$ cat src/rtl/core/bcg_beat_rate_detector_core_assert.svh
// Assertion macros shared by the beat-rate detector core.
// Depends on nothing; included by modules that carry assertions.
`ifndef BCG_BEAT_RATE_DETECTOR_CORE_ASSERT_SVH
`define BCG_BEAT_RATE_DETECTOR_CORE_ASSERT_SVH
// Check a condition at every clock edge outside reset
`define BCG_ASSERT_ALWAYS(lbl, clk, rst, expr) \
   lbl: assert property (@(posedge clk) disable iff (rst) (expr)) \
      else $error("bcg assertion failed");
// Check that a condition in the next cycle follows from a condition now
`define BCG_ASSERT_NEXT(lbl, clk, rst, ante, cons) \
   lbl: assert property (@(posedge clk) disable iff (rst) (ante) |=> (cons)) \
      else $error("bcg assertion failed");
`endif

$ cat src/rtl/core/bcg_pkg.sv
// Shared types, constants and helper functions of the beat-rate detector.
// Depends on nothing; used by every module of the core.
`timescale 1ns / 1ps
package bcg_pkg;
   localparam int MEDIAN_DEPTH_DEF = 5;
   localparam int SAMPLE_WIDTH_DEF = 16;
   localparam int CSR_IW = 3;
   localparam int CSR_DW = 20;

   // Register indexes
   localparam logic [CSR_IW-1:0] REG_HP_COEFF   = 3'd0;
   localparam logic [CSR_IW-1:0] REG_LP_COEFF   = 3'd1;
   localparam logic [CSR_IW-1:0] REG_ENV_DECAY  = 3'd2;
   localparam logic [CSR_IW-1:0] REG_THR_RATIO  = 3'd3;
   localparam logic [CSR_IW-1:0] REG_THR_FLOOR  = 3'd4;
   localparam logic [CSR_IW-1:0] REG_REFRACTORY = 3'd5;
   localparam logic [CSR_IW-1:0] REG_STALE      = 3'd6;

   // Register reset values
   localparam logic [15:0] HP_COEFF_RST   = 16'd31932;
   localparam logic [15:0] LP_COEFF_RST   = 16'd9247;
   localparam logic [15:0] ENV_DECAY_RST  = 16'd32702;
   localparam logic [15:0] THR_RATIO_RST  = 16'd13107;
   localparam logic [19:0] THR_FLOOR_RST  = 20'd3146;
   localparam logic [15:0] REFRACTORY_RST = 16'd400;
   localparam logic [15:0] STALE_RST      = 16'd2000;

   // Rate divider: 60000 * 16 over the median interval
   localparam int DIV_W = 20;
   localparam logic [DIV_W-1:0] RATE_NUM = 20'd960000;
   localparam logic [11:0] RATE_MAX = 12'd4095;
   localparam logic [4:0] DIV_LAST = 5'd19;

   // Operand selection of the shared Q1.15 multiplier
   localparam logic [1:0] OP_HP  = 2'd0;
   localparam logic [1:0] OP_LP  = 2'd1;
   localparam logic [1:0] OP_ENV = 2'd2;
   localparam logic [1:0] OP_THR = 2'd3;

   typedef struct packed {
      logic       load;
      logic       op_load;
      logic       mul;
      logic       acc;
      logic [1:0] opsel;
      logic       med_step;
      logic       div_step;
      logic       stale;
      logic       emit;
   } cmd_type;

   typedef struct packed {
      logic need_rate;
      logic med_found;
      logic div_done;
      logic out_free;
   } sts_type;

   // Saturate a signed value to signed 32 bits
   function automatic logic signed [31:0] sat32(input logic signed [39:0] v);
      logic signed [31:0] r;
      if (v > 40'sh007FFFFFFF) begin
         r = 32'sh7FFFFFFF;
      end else if (v < -40'sh0080000000) begin
         r = -32'sh80000000;
      end else begin
         r = v[31:0];
      end
      return r;
   endfunction
endpackage

$ cat src/rtl/core/bcg_if.sv
// Valid/ready channel interfaces for the beat-rate detector core.
// Depends on nothing; the sample width is a parameter.
`timescale 1ns / 1ps
interface bcg_req_if #(parameter int SW = 16);
   logic                 valid;
   logic                 ready;
   logic signed [SW-1:0] accel_sample;
   logic [31:0]          now_ms;
   modport source (output valid, accel_sample, now_ms, input ready);
   modport sink (input valid, accel_sample, now_ms, output ready);
endinterface

interface bcg_rsp_if;
   logic               valid;
   logic               ready;
   logic signed [16:0] filtered;
   logic               beat;
   logic [11:0]        rate_x16;
   logic [31:0]        beat_total;
   modport source (output valid, filtered, beat, rate_x16, beat_total, input ready);
   modport sink (input valid, filtered, beat, rate_x16, beat_total, output ready);
endinterface

$ cat src/rtl/core/bcg_beat_rate_detector_core.sv
// Beat-rate detector for a vertical acceleration stream.
// Channels: req_chan takes one sample word (accel_sample, now_ms); rsp_chan
// returns one result word per sample (filtered, beat, rate_x16, beat_total).
// Both use valid/ready; a word moves on a clock edge with both high.
// csr_we/csr_index/csr_wdata write the seven tuning registers; write them
// only while no sample is in flight.
// A sample runs the high-pass, low-pass, envelope and threshold steps (each
// an operand load, multiply and accumulate), the stale check and the output
// step; a beat that stores an interval adds a median search and the rate
// divider. One sample is worked at a time through a single shared Q1.15
// multiplier, so a new sample is taken only once the last has been output.
// A finished result waits in an output register; the core takes the next
// sample meanwhile and holds its own result until the register is free.
// Reset (synchronous, active high) clears the filters, envelope, beat
// counter and rate and restores the register defaults; no clearing pass.
// Depends on bcg_pkg, bcg_if, bcg_ctrl and bcg_dp.
`timescale 1ns / 1ps
module bcg_beat_rate_detector_core #(
   parameter int MEDIAN_DEPTH = bcg_pkg::MEDIAN_DEPTH_DEF,
   parameter int SAMPLE_WIDTH = bcg_pkg::SAMPLE_WIDTH_DEF
) (
   input  logic                       clock,
   input  logic                       reset,
   bcg_req_if.sink                    req_chan,
   bcg_rsp_if.source                  rsp_chan,
   input  logic                       csr_we,
   input  logic [bcg_pkg::CSR_IW-1:0] csr_index,
   input  logic [bcg_pkg::CSR_DW-1:0] csr_wdata
);
   import bcg_pkg::*;

   cmd_type cmd;
   sts_type sts;

   bcg_ctrl u_ctrl (
      .clock     (clock),
      .reset     (reset),
      .req_valid (req_chan.valid),
      .req_ready (req_chan.ready),
      .sts       (sts),
      .cmd       (cmd)
   );

   bcg_dp #(
      .MEDIAN_DEPTH (MEDIAN_DEPTH),
      .SAMPLE_WIDTH (SAMPLE_WIDTH)
   ) u_dp (
      .clock          (clock),
      .reset          (reset),
      .cmd            (cmd),
      .sts            (sts),
      .accel_sample   (req_chan.accel_sample),
      .now_ms         (req_chan.now_ms),
      .csr_we         (csr_we),
      .csr_index      (csr_index),
      .csr_wdata      (csr_wdata),
      .rsp_valid      (rsp_chan.valid),
      .rsp_ready      (rsp_chan.ready),
      .rsp_filtered   (rsp_chan.filtered),
      .rsp_beat       (rsp_chan.beat),
      .rsp_rate_x16   (rsp_chan.rate_x16),
      .rsp_beat_total (rsp_chan.beat_total)
   );
endmodule

$ cat src/rtl/core/bcg_ctrl.sv
// Sequencer of the beat-rate detector: steps the datapath through one sample.
// Depends on bcg_pkg.
`timescale 1ns / 1ps
module bcg_ctrl (
   input  logic             clock,
   input  logic             reset,
   input  logic             req_valid,
   output logic             req_ready,
   input  bcg_pkg::sts_type sts,
   output bcg_pkg::cmd_type cmd
);
   import bcg_pkg::*;

   localparam logic [4:0] S_IDLE   = 5'd0;
   localparam logic [4:0] S_HP_OPD = 5'd1;
   localparam logic [4:0] S_HP_MUL = 5'd2;
   localparam logic [4:0] S_HP_ACC = 5'd3;
   localparam logic [4:0] S_LP_OPD = 5'd4;
   localparam logic [4:0] S_LP_MUL = 5'd5;
   localparam logic [4:0] S_LP_ACC = 5'd6;
   localparam logic [4:0] S_EN_OPD = 5'd7;
   localparam logic [4:0] S_EN_MUL = 5'd8;
   localparam logic [4:0] S_EN_ACC = 5'd9;
   localparam logic [4:0] S_TH_OPD = 5'd10;
   localparam logic [4:0] S_TH_MUL = 5'd11;
   localparam logic [4:0] S_DECIDE = 5'd12;
   localparam logic [4:0] S_MED    = 5'd13;
   localparam logic [4:0] S_DIV    = 5'd14;
   localparam logic [4:0] S_STALE  = 5'd15;
   localparam logic [4:0] S_OUT    = 5'd16;

   logic [4:0] state_ff, state_in;

   // Advance the sequence
   always_comb begin
      state_in = state_ff;
      cmd = '0;
      req_ready = 1'b0;
      case (state_ff)
         S_IDLE: begin
            req_ready = 1'b1;
            cmd.load = req_valid;
            if (req_valid) state_in = S_HP_OPD;
         end
         S_HP_OPD: begin cmd.op_load = 1'b1; cmd.opsel = OP_HP;  state_in = S_HP_MUL; end
         S_HP_MUL: begin cmd.mul = 1'b1; state_in = S_HP_ACC; end
         S_HP_ACC: begin cmd.acc = 1'b1; cmd.opsel = OP_HP;  state_in = S_LP_OPD; end
         S_LP_OPD: begin cmd.op_load = 1'b1; cmd.opsel = OP_LP;  state_in = S_LP_MUL; end
         S_LP_MUL: begin cmd.mul = 1'b1; state_in = S_LP_ACC; end
         S_LP_ACC: begin cmd.acc = 1'b1; cmd.opsel = OP_LP;  state_in = S_EN_OPD; end
         S_EN_OPD: begin cmd.op_load = 1'b1; cmd.opsel = OP_ENV; state_in = S_EN_MUL; end
         S_EN_MUL: begin cmd.mul = 1'b1; state_in = S_EN_ACC; end
         S_EN_ACC: begin cmd.acc = 1'b1; cmd.opsel = OP_ENV; state_in = S_TH_OPD; end
         S_TH_OPD: begin cmd.op_load = 1'b1; cmd.opsel = OP_THR; state_in = S_TH_MUL; end
         S_TH_MUL: begin cmd.mul = 1'b1; state_in = S_DECIDE; end
         S_DECIDE: begin cmd.acc = 1'b1; cmd.opsel = OP_THR; state_in = S_STALE; end
         S_MED: begin
            cmd.med_step = 1'b1;
            if (sts.med_found) state_in = S_DIV;
         end
         S_DIV: begin
            cmd.div_step = 1'b1;
            if (sts.div_done) state_in = S_STALE;
         end
         S_STALE: begin cmd.stale = 1'b1; state_in = S_OUT; end
         S_OUT: begin
            cmd.emit = sts.out_free;
            if (sts.out_free) state_in = S_IDLE;
         end
         default: state_in = S_IDLE;
      endcase
      // a new interval sends the decision through the median and divider
      if (state_ff == S_DECIDE && sts.need_rate) state_in = S_MED;
   end

   always_ff @(posedge clock) begin
      if (reset) begin
         state_ff <= S_IDLE;
      end else begin
         state_ff <= state_in;
      end
   end
endmodule

$ cat src/rtl/core/bcg_dp.sv
// Datapath of the beat-rate detector: filters, envelope, beat test, interval
// ring, median search and rate divider. Depends on bcg_pkg and the assert macros.
`timescale 1ns / 1ps
`include "bcg_beat_rate_detector_core_assert.svh"
module bcg_dp #(
   parameter int MEDIAN_DEPTH = bcg_pkg::MEDIAN_DEPTH_DEF,
   parameter int SAMPLE_WIDTH = bcg_pkg::SAMPLE_WIDTH_DEF
) (
   input  logic                           clock,
   input  logic                           reset,
   input  bcg_pkg::cmd_type               cmd,
   output bcg_pkg::sts_type               sts,
   input  logic signed [SAMPLE_WIDTH-1:0] accel_sample,
   input  logic [31:0]                    now_ms,
   input  logic                           csr_we,
   input  logic [bcg_pkg::CSR_IW-1:0]     csr_index,
   input  logic [bcg_pkg::CSR_DW-1:0]     csr_wdata,
   output logic                           rsp_valid,
   input  logic                           rsp_ready,
   output logic signed [16:0]             rsp_filtered,
   output logic                           rsp_beat,
   output logic [11:0]                    rsp_rate_x16,
   output logic [31:0]                    rsp_beat_total
);
   import bcg_pkg::*;

   localparam int SW  = SAMPLE_WIDTH;
   localparam int D   = MEDIAN_DEPTH;
   localparam int AW  = ((SW + 9 > 33) ? SW + 9 : 33) + 1;
   localparam int IXW = (D > 1) ? $clog2(D) : 1;
   localparam int CW  = $clog2(D + 1);
   localparam logic [CW-1:0] DEPTH = CW'(D);

   // Configuration registers
   logic [15:0] hp_coeff_ff, lp_coeff_ff, env_decay_ff, thr_ratio_ff;
   logic [19:0] thr_floor_ff;
   logic [15:0] refractory_ff, stale_ff;

   always_ff @(posedge clock) begin
      if (reset) begin
         hp_coeff_ff   <= HP_COEFF_RST;
         lp_coeff_ff   <= LP_COEFF_RST;
         env_decay_ff  <= ENV_DECAY_RST;
         thr_ratio_ff  <= THR_RATIO_RST;
         thr_floor_ff  <= THR_FLOOR_RST;
         refractory_ff <= REFRACTORY_RST;
         stale_ff      <= STALE_RST;
      end else if (csr_we) begin
         case (csr_index)
            REG_HP_COEFF:   hp_coeff_ff   <= csr_wdata[15:0];
            REG_LP_COEFF:   lp_coeff_ff   <= csr_wdata[15:0];
            REG_ENV_DECAY:  env_decay_ff  <= csr_wdata[15:0];
            REG_THR_RATIO:  thr_ratio_ff  <= csr_wdata[15:0];
            REG_THR_FLOOR:  thr_floor_ff  <= csr_wdata;
            REG_REFRACTORY: refractory_ff <= csr_wdata[15:0];
            REG_STALE:      stale_ff      <= csr_wdata[15:0];
            default: ;
         endcase
      end
   end

   // Sample word and state
   logic signed [SW-1:0] x_ff, prev_ff;
   logic [31:0]          now_ff;
   logic signed [31:0]   hp_ff, lp_ff;
   logic [31:0]          env_ff, prev_abs_ff, af_ff, last_ff, count_ff;
   logic [IXW-1:0]       idx_ff, cand_ff;
   logic [CW-1:0]        fill_ff;
   logic [11:0]          rate_ff;
   logic                 beat_ff;
   logic [15:0]          ring_ff [D];

   // Shared multiplier operands and product
   logic [AW-1:0]    op_mag_ff;
   logic             op_neg_ff;
   logic [15:0]      op_coef_ff;
   logic [AW+15:0]   prod_ff;

   // Form the operand of the selected filter step
   logic signed [SW:0]   diff;
   logic signed [AW-1:0] hp_arg, lp_arg, arg;
   logic [15:0]          coef_sel;
   always_comb begin
      diff   = {x_ff[SW-1], x_ff} - {prev_ff[SW-1], prev_ff};
      hp_arg = {{(AW-32){hp_ff[31]}}, hp_ff}
               + {{(AW-SW-8){diff[SW]}}, diff, 7'b0};
      lp_arg = {{(AW-32){hp_ff[31]}}, hp_ff} - {{(AW-32){lp_ff[31]}}, lp_ff};
      case (cmd.opsel)
         OP_HP:   begin arg = hp_arg; coef_sel = hp_coeff_ff; end
         OP_LP:   begin arg = lp_arg; coef_sel = lp_coeff_ff; end
         OP_ENV:  begin arg = AW'(env_ff); coef_sel = env_decay_ff; end
         default: begin arg = AW'(env_ff); coef_sel = thr_ratio_ff; end
      endcase
   end

   // Round the product half away from zero and restore the sign
   logic [AW+16:0]       rnd;
   logic [AW+1:0]        rmag;
   logic signed [AW+2:0] sval;
   logic signed [39:0]   lp_sum;
   logic [31:0]          rsat, af_new, thresh;
   logic                 beat_hit;
   logic [31:0]          since;
   logic [31:0]          iv_full;
   logic [15:0]          iv;
   logic [IXW-1:0]       widx;
   always_comb begin
      rnd    = (AW+17)'(prod_ff) + (AW+17)'(16384);
      rmag   = rnd[AW+16:15];
      sval   = op_neg_ff ? -$signed({1'b0, rmag}) : $signed({1'b0, rmag});
      lp_sum = 40'(sval) + 40'(lp_ff);
      rsat   = (|rmag[AW+1:32]) ? 32'hFFFF_FFFF : rmag[31:0];
      af_new = lp_ff[31] ? (32'd0 - lp_ff) : lp_ff;
      thresh = (rsat < {12'd0, thr_floor_ff}) ? {12'd0, thr_floor_ff} : rsat;
      since  = now_ff - last_ff;
      beat_hit = (prev_abs_ff > af_ff) && (prev_abs_ff > thresh)
                 && (since > {16'd0, refractory_ff});
      iv_full = since;
      iv      = (|iv_full[31:16]) ? 16'hFFFF : iv_full[15:0];
      widx    = (32'(idx_ff) >= 32'(D)) ? '0 : idx_ff;
   end

   // Rank of the median candidate among the filled ring entries
   logic [15:0]   cand_val;
   logic [CW-1:0] rank;
   always_comb begin
      cand_val = ring_ff[cand_ff];
      rank = '0;
      for (int j = 0; j < D; j++) begin
         if (CW'(j) < fill_ff && ((ring_ff[j] < cand_val)
             || (ring_ff[j] == cand_val && IXW'(j) < cand_ff))) begin
            rank = rank + CW'(1);
         end
      end
   end
   assign sts.med_found = cmd.med_step && (rank == (fill_ff >> 1));

   // Restoring divider, one quotient bit a cycle
   logic [15:0]      med_ff, rem_ff;
   logic [DIV_W-1:0] quo_ff;
   logic [4:0]       div_cnt_ff;
   logic [16:0]      rem2;
   logic             ge;
   logic [DIV_W-1:0] quo_next;
   always_comb begin
      rem2     = {rem_ff, quo_ff[DIV_W-1]};
      ge       = rem2 >= {1'b0, med_ff};
      quo_next = {quo_ff[DIV_W-2:0], ge};
   end
   assign sts.div_done = cmd.div_step && (div_cnt_ff == DIV_LAST);

   // Output rounding to 2^-13 g
   logic [25:0]        fmag;
   logic signed [16:0] filt;
   always_comb begin
      fmag = 26'((33'(af_ff) + 33'd64) >> 7);
      if (!lp_ff[31]) begin
         filt = (fmag > 26'd65535) ? 17'sd65535 : $signed({1'b0, fmag[15:0]});
      end else begin
         filt = (fmag > 26'd65536) ? -17'sd65536 : -$signed(fmag[16:0]);
      end
   end

   logic stale_hit;
   assign stale_hit = (last_ff != 32'd0) && (since > {16'd0, stale_ff});

   // Filter and decision state
   always_ff @(posedge clock) begin
      if (reset) begin
         prev_ff      <= '0;
         hp_ff        <= '0;
         lp_ff        <= '0;
         env_ff       <= '0;
         prev_abs_ff  <= '0;
         last_ff      <= '0;
         count_ff     <= '0;
         idx_ff       <= '0;
         fill_ff      <= '0;
         rate_ff      <= '0;
         beat_ff      <= 1'b0;
         cand_ff      <= '0;
         div_cnt_ff   <= '0;
      end else begin
         if (cmd.load) begin
            beat_ff <= 1'b0;
         end
         if (cmd.acc) begin
            case (cmd.opsel)
               OP_HP: begin
                  hp_ff   <= sat32(40'(sval));
                  prev_ff <= x_ff;
               end
               OP_LP:  lp_ff <= sat32(lp_sum);
               OP_ENV: env_ff <= (af_ff > rsat) ? af_ff : rsat;
               default: begin
                  prev_abs_ff <= af_ff;
                  if (beat_hit) begin
                     last_ff  <= now_ff;
                     count_ff <= count_ff + 32'd1;
                     beat_ff  <= 1'b1;
                     if (last_ff != 32'd0) begin
                        cand_ff <= '0;
                        idx_ff  <= (32'(widx) == 32'(D - 1)) ? '0 : widx + IXW'(1);
                        if (fill_ff < DEPTH) fill_ff <= fill_ff + CW'(1);
                     end
                  end
               end
            endcase
         end
         if (cmd.med_step && !sts.med_found) cand_ff <= cand_ff + IXW'(1);
         if (sts.med_found) div_cnt_ff <= '0;
         if (cmd.div_step) begin
            div_cnt_ff <= div_cnt_ff + 5'd1;
            if (sts.div_done) begin
               if (med_ff == 16'd0) begin
                  rate_ff <= '0;
               end else begin
                  rate_ff <= (quo_next > DIV_W'(RATE_MAX)) ? RATE_MAX : quo_next[11:0];
               end
            end
         end
         if (cmd.stale && stale_hit) begin
            rate_ff <= '0;
            fill_ff <= '0;
            idx_ff  <= '0;
         end
      end
   end

   // Payload registers: sample word, multiplier, ring, divider
   always_ff @(posedge clock) begin
      if (cmd.load) begin
         x_ff   <= accel_sample;
         now_ff <= now_ms;
      end
      if (cmd.op_load) begin
         op_neg_ff  <= arg[AW-1];
         op_mag_ff  <= arg[AW-1] ? (AW'(0) - arg) : arg;
         op_coef_ff <= coef_sel;
         if (cmd.opsel == OP_ENV) af_ff <= af_new;
      end
      if (cmd.mul) prod_ff <= (AW+16)'(op_mag_ff) * (AW+16)'(op_coef_ff);
      if (cmd.acc && cmd.opsel == OP_THR && beat_hit && last_ff != 32'd0) begin
         ring_ff[widx] <= iv;
      end
      if (sts.med_found) begin
         med_ff <= cand_val;
         rem_ff <= '0;
         quo_ff <= RATE_NUM + DIV_W'(cand_val >> 1);
      end
      if (cmd.div_step) begin
         rem_ff <= ge ? 16'(rem2 - {1'b0, med_ff}) : rem2[15:0];
         quo_ff <= quo_next;
      end
   end

   // Result word register
   always_ff @(posedge clock) begin
      if (reset) begin
         rsp_valid <= 1'b0;
      end else if (cmd.emit) begin
         rsp_valid <= 1'b1;
      end else if (rsp_ready) begin
         rsp_valid <= 1'b0;
      end
   end
   always_ff @(posedge clock) begin
      if (cmd.emit) begin
         rsp_filtered   <= filt;
         rsp_beat       <= beat_ff;
         rsp_rate_x16   <= rate_ff;
         rsp_beat_total <= count_ff;
      end
   end

   // A beat that closes an interval needs a new rate; read in the decision step
   assign sts.need_rate = beat_hit && (last_ff != 32'd0);
   assign sts.out_free  = !rsp_valid || rsp_ready;

   `BCG_ASSERT_ALWAYS(a_fill_bound, clock, reset, fill_ff <= DEPTH)
   `BCG_ASSERT_ALWAYS(a_idx_bound, clock, reset, 32'(idx_ff) < 32'(D))
   `BCG_ASSERT_NEXT(a_stale_clears, clock, reset, cmd.stale && stale_hit, rate_ff == 12'd0 && fill_ff == '0)
endmodule

$ cat src/flat_wrapper.sv
// flat-port wrapper written by rule: the top's interface ports become plain ports
module bcg_beat_rate_detector_core_flat import bcg_pkg::*;
#(
   parameter int MEDIAN_DEPTH = bcg_pkg::MEDIAN_DEPTH_DEF,
   parameter int SAMPLE_WIDTH = bcg_pkg::SAMPLE_WIDTH_DEF
)
  (clock, reset, csr_we, csr_index, csr_wdata, req_chan_valid, req_chan_accel_sample, req_chan_now_ms, req_chan_ready, rsp_chan_valid, rsp_chan_filtered, rsp_chan_beat, rsp_chan_rate_x16, rsp_chan_beat_total, rsp_chan_ready);
  bcg_req_if #(.SW(16)) req_chan_i ();
  bcg_rsp_if rsp_chan_i ();
  input  logic clock;
  input  logic reset;
  input  logic csr_we;
  input  logic [bcg_pkg::CSR_IW-1:0] csr_index;
  input  logic [bcg_pkg::CSR_DW-1:0] csr_wdata;
  input wire logic [$bits(req_chan_i.valid)-1:0] req_chan_valid;
  input wire logic [$bits(req_chan_i.accel_sample)-1:0] req_chan_accel_sample;
  input wire logic [$bits(req_chan_i.now_ms)-1:0] req_chan_now_ms;
  output wire logic [$bits(req_chan_i.ready)-1:0] req_chan_ready;
  output wire logic [$bits(rsp_chan_i.valid)-1:0] rsp_chan_valid;
  output wire logic [$bits(rsp_chan_i.filtered)-1:0] rsp_chan_filtered;
  output wire logic [$bits(rsp_chan_i.beat)-1:0] rsp_chan_beat;
  output wire logic [$bits(rsp_chan_i.rate_x16)-1:0] rsp_chan_rate_x16;
  output wire logic [$bits(rsp_chan_i.beat_total)-1:0] rsp_chan_beat_total;
  input wire logic [$bits(rsp_chan_i.ready)-1:0] rsp_chan_ready;
  assign req_chan_i.valid = req_chan_valid;
  assign req_chan_i.accel_sample = req_chan_accel_sample;
  assign req_chan_i.now_ms = req_chan_now_ms;
  assign req_chan_ready = req_chan_i.ready;
  assign rsp_chan_valid = rsp_chan_i.valid;
  assign rsp_chan_filtered = rsp_chan_i.filtered;
  assign rsp_chan_beat = rsp_chan_i.beat;
  assign rsp_chan_rate_x16 = rsp_chan_i.rate_x16;
  assign rsp_chan_beat_total = rsp_chan_i.beat_total;
  assign rsp_chan_i.ready = rsp_chan_ready;
  bcg_beat_rate_detector_core #(.MEDIAN_DEPTH(MEDIAN_DEPTH), .SAMPLE_WIDTH(SAMPLE_WIDTH)) u_core (.clock(clock), .reset(reset), .req_chan(req_chan_i), .rsp_chan(rsp_chan_i), .csr_we(csr_we), .csr_index(csr_index), .csr_wdata(csr_wdata));
endmodule
$ cat config.mk
export PLATFORM = sky130hd
export DESIGN_NAME = bcg_beat_rate_detector_core_flat
export DESIGN_NICKNAME = d
export VERILOG_FILES = /design/src/rtl/core/bcg_pkg.sv /design/src/rtl/core/bcg_if.sv /design/src/rtl/core/bcg_beat_rate_detector_core.sv /design/src/rtl/core/bcg_ctrl.sv /design/src/rtl/core/bcg_dp.sv /design/src/flat_wrapper.sv
export VERILOG_INCLUDE_DIRS = /design/src /design/src/rtl/core
export SDC_FILE = /design/constraint.sdc
export NUM_CORES = 2
export LEC_CHECK = 0
export BUFFER_PORTS_ARGS = -buffer_cell sky130_fd_sc_hd__buf_2
export CAP_MARGIN = 25
export CELL_PAD_IN_SITES_DETAIL_PLACEMENT = 1
export CELL_PAD_IN_SITES_GLOBAL_PLACEMENT = 1
export CORE_MARGIN = 4
export CORE_UTILIZATION = 30
export CTS_CLUSTER_SIZE = 12
export DETAILED_ROUTE_END_ITERATION = 10
export GPL_TIMING_DRIVEN = 1
export PLACE_DENSITY_LB_ADDON = 0.15
export SYNTH_ARGS = -nofsm -noshare
export SYNTH_HDL_FRONTEND = slang
export SYNTH_SLANG_ARGS = --single-unit
$ cat constraint.sdc
create_clock -name clock -period 21.8 [get_ports clock]
set_clock_uncertainty 0.2 [all_clocks]
set_input_delay 6.54 -clock clock [delete_from_list [all_inputs] [get_ports clock]]
set_output_delay 6.54 -clock clock [all_outputs]
set_load 0.02 [all_outputs]
; ---- Yosys cells after proc, flatten, opt, wreduce, memory -nomap -nowiden
; Memories as Yosys holds them, arrays and structs flattened. A register that Yosys moved wholly into a read port is not among the register bits.
; Cells that the tools add are included.
[word_totals]
regBits = 652
latch_bits = 0
mem_bits_rw = 80
rom_bits = 0
input_bits = 76
out_inout_bits = 64
n_memories = 1
[mem_list]
columns = name, words, width, rd, rd_clocked_by_memory_dff, wr, line
row1 = u_core.u_dp.ring_ff, 5, 16, 6, 1, 1, bcg_dp.sv:71  ; logic [15:0] ring_ff [D];
[classes]
n_addsub = 22
multipliers = 1
div = 0
order_cmp = 31
n_eq_ne = 42
shift = 0
n_mux = 63
n_bitwise = 1
n_reduce_logical = 70
[op_table]
columns = op, n
row1 = 32-bit 2-to-1 mux, 7
row2 = 32-bit greater-than comparator, 3
row3 = 5-bit case mux with 17 select lines, 1
row4 = 16-bit equality test, 5
row5 = 16-bit less-than comparator, 5
row6 = 16-bit 2-to-1 mux, 5
row7 = 34-bit case mux with 2 select lines, 1
row8 = 32-bit by 16-bit greater-than comparator with 1-bit output, 2
row9 = "50-bit by 15-bit adder with 51-bit output, second input constant", 1
row10 = 34-bit by 16-bit multiplier with 50-bit output, 1
row11 = 16-bit case mux with 3 select lines, 1
row12 = "5-bit by 4-bit equality test with 1-bit output, second input constant", 8
row13 = 20-bit 2-to-1 mux, 2
row14 = 3-bit 2-to-1 mux, 13
row15 = 37-bit by 32-bit adder with 38-bit output, 1
row16 = "38-bit by 32-bit greater-than comparator with 1-bit output, second input constant", 1
row17 = "38-bit by 32-bit less-than comparator with 1-bit output, second input constant", 1
row18 = "37-bit by 32-bit greater-than comparator with 1-bit output, second input constant", 1
row19 = "37-bit by 32-bit less-than comparator with 1-bit output, second input constant", 1
row20 = 37-bit 2-to-1 mux, 1
row21 = 36-bit negator with 37-bit output, 1
row22 = 17-bit 2-to-1 mux, 2
row23 = "1-bit by 34-bit subtractor with 34-bit output, first input constant", 1
row24 = 32-bit by 24-bit adder with 33-bit output, 1
row25 = 60 further kinds, 164

; ---- Longest topological paths before layout
; An unclocked memory read counts as a cell.
[depth]
word_depth = 22
mapped_depth = 37
depth_no_buf = 32

; ---- By module
; From an unflattened synthesis, not the netlist that was laid out.
[unflattened]
cells_unflattened = 6891
area_unflattened_um2 = 63583.5
[modules_own_cells]
columns = module, n_inst, cells_per_inst, area_each_um2, seq_area_each_um2
row1 = bcg_dp, 1, 6829, 63143.1, 19388.6
row2 = bcg_ctrl, 1, 62, 440.4, 100.1

; ---- Least setup slack after synthesis
; No wires, ideal clock.
[synth_timing]
path_kind = input -> register
startpoint = input rsp_chan_ready
endpoint = register u_core.u_dp.rsp_beat, enable pin
setup_time_ns = 0.558
arrival_ns = 10.805
t_required_ns = 21.042
slack_ns = 10.236
cell_stages = 2
path_buffers = 0
path_cell_list = nor2b_1 -> nor3_1
[synth_rtl]
columns = item, line
row1 = start: declaration, flat_wrapper.sv:24  ; input wire logic [$bits(rsp_chan_i.ready)-1:0] rsp_chan_ready;
row2 = end signal: assignment, bcg_dp.sv:270  ; rsp_beat <= beat_ff;
row3 = end: declaration, bcg_dp.sv:21  ; output logic rsp_beat,

; ---- Worst setup path in the final report
[layout_timing]
startpoint = register u_core.u_dp.prod_ff[20]
endpoint = memory u_core.u_dp.ring_ff[3][4], enable pin
[layout_between]
elab_chain_len = 12
[layout_rtl]
columns = item, line
row1 = start: declaration, bcg_dp.sv:77  ; logic [AW+15:0] prod_ff;
row2 = start signal: assignment, bcg_dp.sv:242  ; if (cmd.mul) prod_ff <= (AW+16)'(op_mag_ff) * (AW+16)'(op_coef_ff);
row3 = 50-bit by 15-bit adder with 51-bit output (*), bcg_dp.sv:108  ; rnd = (AW+17)'(prod_ff) + (AW+17)'(16384);
row4 = 4-bit OR reduction, bcg_dp.sv:112  ; rsat = (|rmag[AW+1:32]) ? 32'hFFFF_FFFF : rmag[31:0];
row5 = 32-bit 2-to-1 mux (*), bcg_dp.sv:112
row6 = 32-bit by 20-bit less-than comparator with 1-bit output, bcg_dp.sv:114  ; thresh = (rsat < {12'd0, thr_floor_ff}) ? {12'd0, thr_floor_ff} : rsat;
row7 = 32-bit 2-to-1 mux (*), bcg_dp.sv:114
row8 = 32-bit greater-than comparator (*), bcg_dp.sv:116  ; beat_hit = (prev_abs_ff > af_ff) && (prev_abs_ff > thresh)
row9 = 1-bit logical AND (*), bcg_dp.sv:116
row10 = 1-bit logical AND (*), bcg_dp.sv:117  ; && (since > {16'd0, refractory_ff});
row11 = 1-bit logical AND (*) (2 in series), bcg_dp.sv:243  ; if (cmd.acc && cmd.opsel == OP_THR && beat_hit && last_ff != 32'd0) begin
row12 = 1-bit 2-to-1 mux (*), bcg_dp.sv:243
row13 = 1-bit 2-to-1 mux (not written as such) (*), bcg_dp.sv:244  ; ring_ff[widx] <= iv;
row14 = end: declaration, bcg_dp.sv:71
; Every way passes the cells marked *; elsewhere a longest branch is shown, timed or not.

==> reports/metrics.yaml <==
outcome: "completed"
critPathLaunchType: "flip-flop"
tightest_slew_ns: 1.095
vias_per_cell: 5.155
cts_root_buf: "clkbuf_16"
synth_mux_area_frac: 0.02749
cpPeakStageDelay_ns: 0.85
synth-simple-area-share: 0.1819
drcViolationCount: 0
worst-setup-path-type: "flip-flop to flip-flop"
cp.arrival_ns: 10.09
synth_flop_cell: "edfxtp_1"
clockBufferDepth: 3
ys_warn_count: 0
fill_cells: 24485
dieHeight_um: 469.3
fmax_mhz: 100.8
clk_pin_slew_ns: 0.06
grt_overflow: 0
maxSlewViolCount: 0
setup_tns_ns: 0
cts_resized: 0
grt_usage: 0.2064
synth_top_family_by_area: "adder cells"
hold_viol_final: 0
critPathMaxFanout: 18
grt_pass1_wl_um: 351900
synth_cell_type_count: 111
dr.pass1.iters: 5
end_kind: "flip-flop"
cp_common_cell: "o21a_1"
period_minus_slack_ns: 9.924
antenna_found_initial: 36
cts_made_buffers: 95
syn_avg_cell_area_sq_um: 9.124
synth_xor_area_frac: 0.03956
dp_hpwl_um: 176800
die_area_sq_um: 220300
netlist_instances: 6998
relSlewSlack: 0.2493
drive_gt1_frac: 0.07932
postRouteAntennaNets: 0
syn-cell-area_sq_um: 63850
nets: 8126
synth_compound_area_frac: 0.1379
rsz0062_at_grt: "no"
worstPathRequired_ns: 21.97
postCtsSetupBuffers: 0
clock_latency_ns: 0.75
vias: 51536
core_sq_um: 211900
ctsHtreeMaxLevel: 3
timing.hold.ws_ns: 0.2437
drt_iter0_drc: 2976
ys_seq_elements: 769
grt_pass1_vias: 54871
grt_max_degree: 104
period_share: 0.4552
numClockSinks: 769
hp-class: "flip-flop to flip-flop"
synthAdderAreaFrac: 0.2435
port-buffer-count: 139
routabilityCongestion: 0.8736
fp.dieW_um: 469.3
routed_wl_um: 230700
crit_slowest_cell: "and3_1"
pin_count: 140
async_reset_ff_frac: 0
synth_edf_count: 409
ys_seq_area_frac: 0.3052
hold_buffers: 0
regToRegSetupSlack_ns: 11.88
setup_violations: 0
start_util: 0.3013
max_cap_violations: 0
row_count: 169
wire_per_inst_um: 23.08
cts_tree: "yes"
synthToLayoutAreaGrowth_pct: 12.00
[synthesized netlist by cell type, types with 59 or more instances]
| cell | count | area [sq um] |
|---|---|---|
| nand2_1 | 1100 | 4129 |
| inv_1 | 760 | 2853 |
| ha_1 | 521 | 6519 |
| fa_1 | 451 | 9029 |
| a21oi_1 | 444 | 2222 |
| edfxtp_1 | 409 | 12280 |
| dfxtp_1 | 360 | 7207 |
| nor2_1 | 345 | 1295 |
| clkbuf_1 | 268 | 1006 |
| and2_1 | 217 | 1358 |
| o21ai_0 | 205 | 1026 |
| xnor2_1 | 205 | 1795 |
| nand3_1 | 152 | 760.7 |
| a21o_1 | 138 | 1036 |
| nor3_1 | 105 | 525.5 |
| nand4_1 | 103 | 644.4 |
| xor2_1 | 79 | 691.9 |
| nor2b_1 | 77 | 481.7 |
| mux2i_1 | 76 | 760.7 |
| nand2b_1 | 70 | 437.9 |
| o21a_1 | 61 | 457.9 |
| and3_1 | 59 | 369.1 |
[cells in the final DEF (no fill, tap or decap), types with 32 or more instances in the layout]
master,netlist,layout
o211ai_1,52,52
conb_1,1,49
buf_4,6,97
nand2b_1,70,70
clkbuf_16,0,99
mux4_2,32,32
xnor2_1,205,205
a211oi_1,45,44
nand4_1,103,103
dfxtp_1,360,358
nand3_1,152,152
and3_1,59,58
nor2_1,345,340
a221oi_1,55,55
xor2_1,79,79
fa_1,451,451
o21a_1,61,61
edfxtp_1,409,409
and2_1,217,217
or3_1,45,45
a21o_1,138,138
nor2b_1,77,77
a21oi_1,444,443
nor4_1,55,54
nor3_1,105,96
o31ai_1,42,41
o21ai_0,205,205
buf_2,13,138
ha_1,521,521
nand2_1,1100,1100
mux2i_1,76,76
inv_1,760,759
[registers in the layout, indices dropped and copies added, names as in the netlist, 17 cells and up, named ones only]
register	flops
u_core.u_dp.last_ff	32
u_core.u_dp.prod_ff	36
u_core.u_dp.quo_ff	20
u_core.u_dp.thr_floor_ff	20
u_core.u_dp.prev_abs_ff	32
u_core.u_dp.env_ff	32
u_core.u_dp.op_mag_ff	34
u_core.u_dp.rsp_filtered	17
u_core.u_dp.lp_ff	32
u_core.u_dp.rsp_beat_total	32
u_core.u_dp.af_ff	32
u_core.u_dp.count_ff	32
u_core.u_dp.ring_ff	128
u_core.u_dp.now_ff	32
u_core.u_dp.hp_ff	32
[path summary, 6_finish.rpt]
kind | cells past startpoint | endpoint | startpoint
worst max register to register | 31 | u_core.u_dp.ring_ff[3][4] | u_core.u_dp.prod_ff[20]
worst min-delay path | 0 | u_core.u_dp.rsp_rate_x16[2] | u_core.u_dp.rate_ff[2]
worst max-delay path | 31 | u_core.u_dp.ring_ff[3][4] | u_core.u_dp.prod_ff[20]
worst min register to register | 0 | u_core.u_dp.rsp_rate_x16[2] | u_core.u_dp.rate_ff[2]
[stage by stage]
| stage | std cells | setup WS [ns] | utilization | area [sq um] |
|---|---|---|---|---|
| final | 9997 | 11.88 | 0.3375 | 71510 |
| after global placement | 9787 | 12.02 | 0.3204 | 67880 |
| after CTS | 9975 | 11.90 | 0.3371 | 71420 |
| after detailed placement | 9795 | 11.88 | 0.3210 | 68020 |
| after global routing | 9987 | 10.91 | 0.3374 | 71490 |
| after floorplan | 7046 | 10.24 | - | 64030 |
[worst max-delay path, delay by kind of cell (launching register included)]
family,cells,cell delay (ns)
AND/OR/NAND/NOR,11,4.45
buffers and inverters,2,0.57
AO/OA/AOI/OAI,14,2.12
adder cells (fa/ha/maj),2,0.49
multiplexers,2,1.17
flip-flops,1,0.53
[area by class of cell]
| cell class | instances | area [sq um] | share of cell area |
|---|---|---|---|
| clock inverter | 48 | 695.7 | 0.009728 |
| inverter | 761 | 2856 | 0.03994 |
| timing repair buffer | 242 | 1560 | 0.02182 |
| multi-input combinational | 5209 | 40640 | 0.5682 |
| sequential | 769 | 19490 | 0.2726 |
| antenna | 15 | 37.54 | 0.0005249 |
| tap | 2821 | 3530 | 0.04936 |
| clock buffer | 132 | 2705 | 0.03783 |
[layer usage]
metal,share of wire,global-route usage,vias up,routed length [um]
li1,-,-,24168,-
met1,0.48,0.2921,26336,111100
met2,0.46,0.3387,791,106700
met3,0.035,0.02347,227,8150
met4,0.020,0.04510,14,4727
met5,0.00036,0,-,82
[logic make-up after synthesis]
logic type	Yosys count
XOR/XNOR	286
other	1
buffers and inverters	1068
multiplexers	132
flip-flops	769
AO/OA/AOI/OAI	1325
adder cells (fa/ha/maj)	972
AND/OR/NAND/NOR	2445
Power is left out: the tool's default activity adds up to more than one toggle a clock period on the data nets, which glitch-free logic cannot reach.
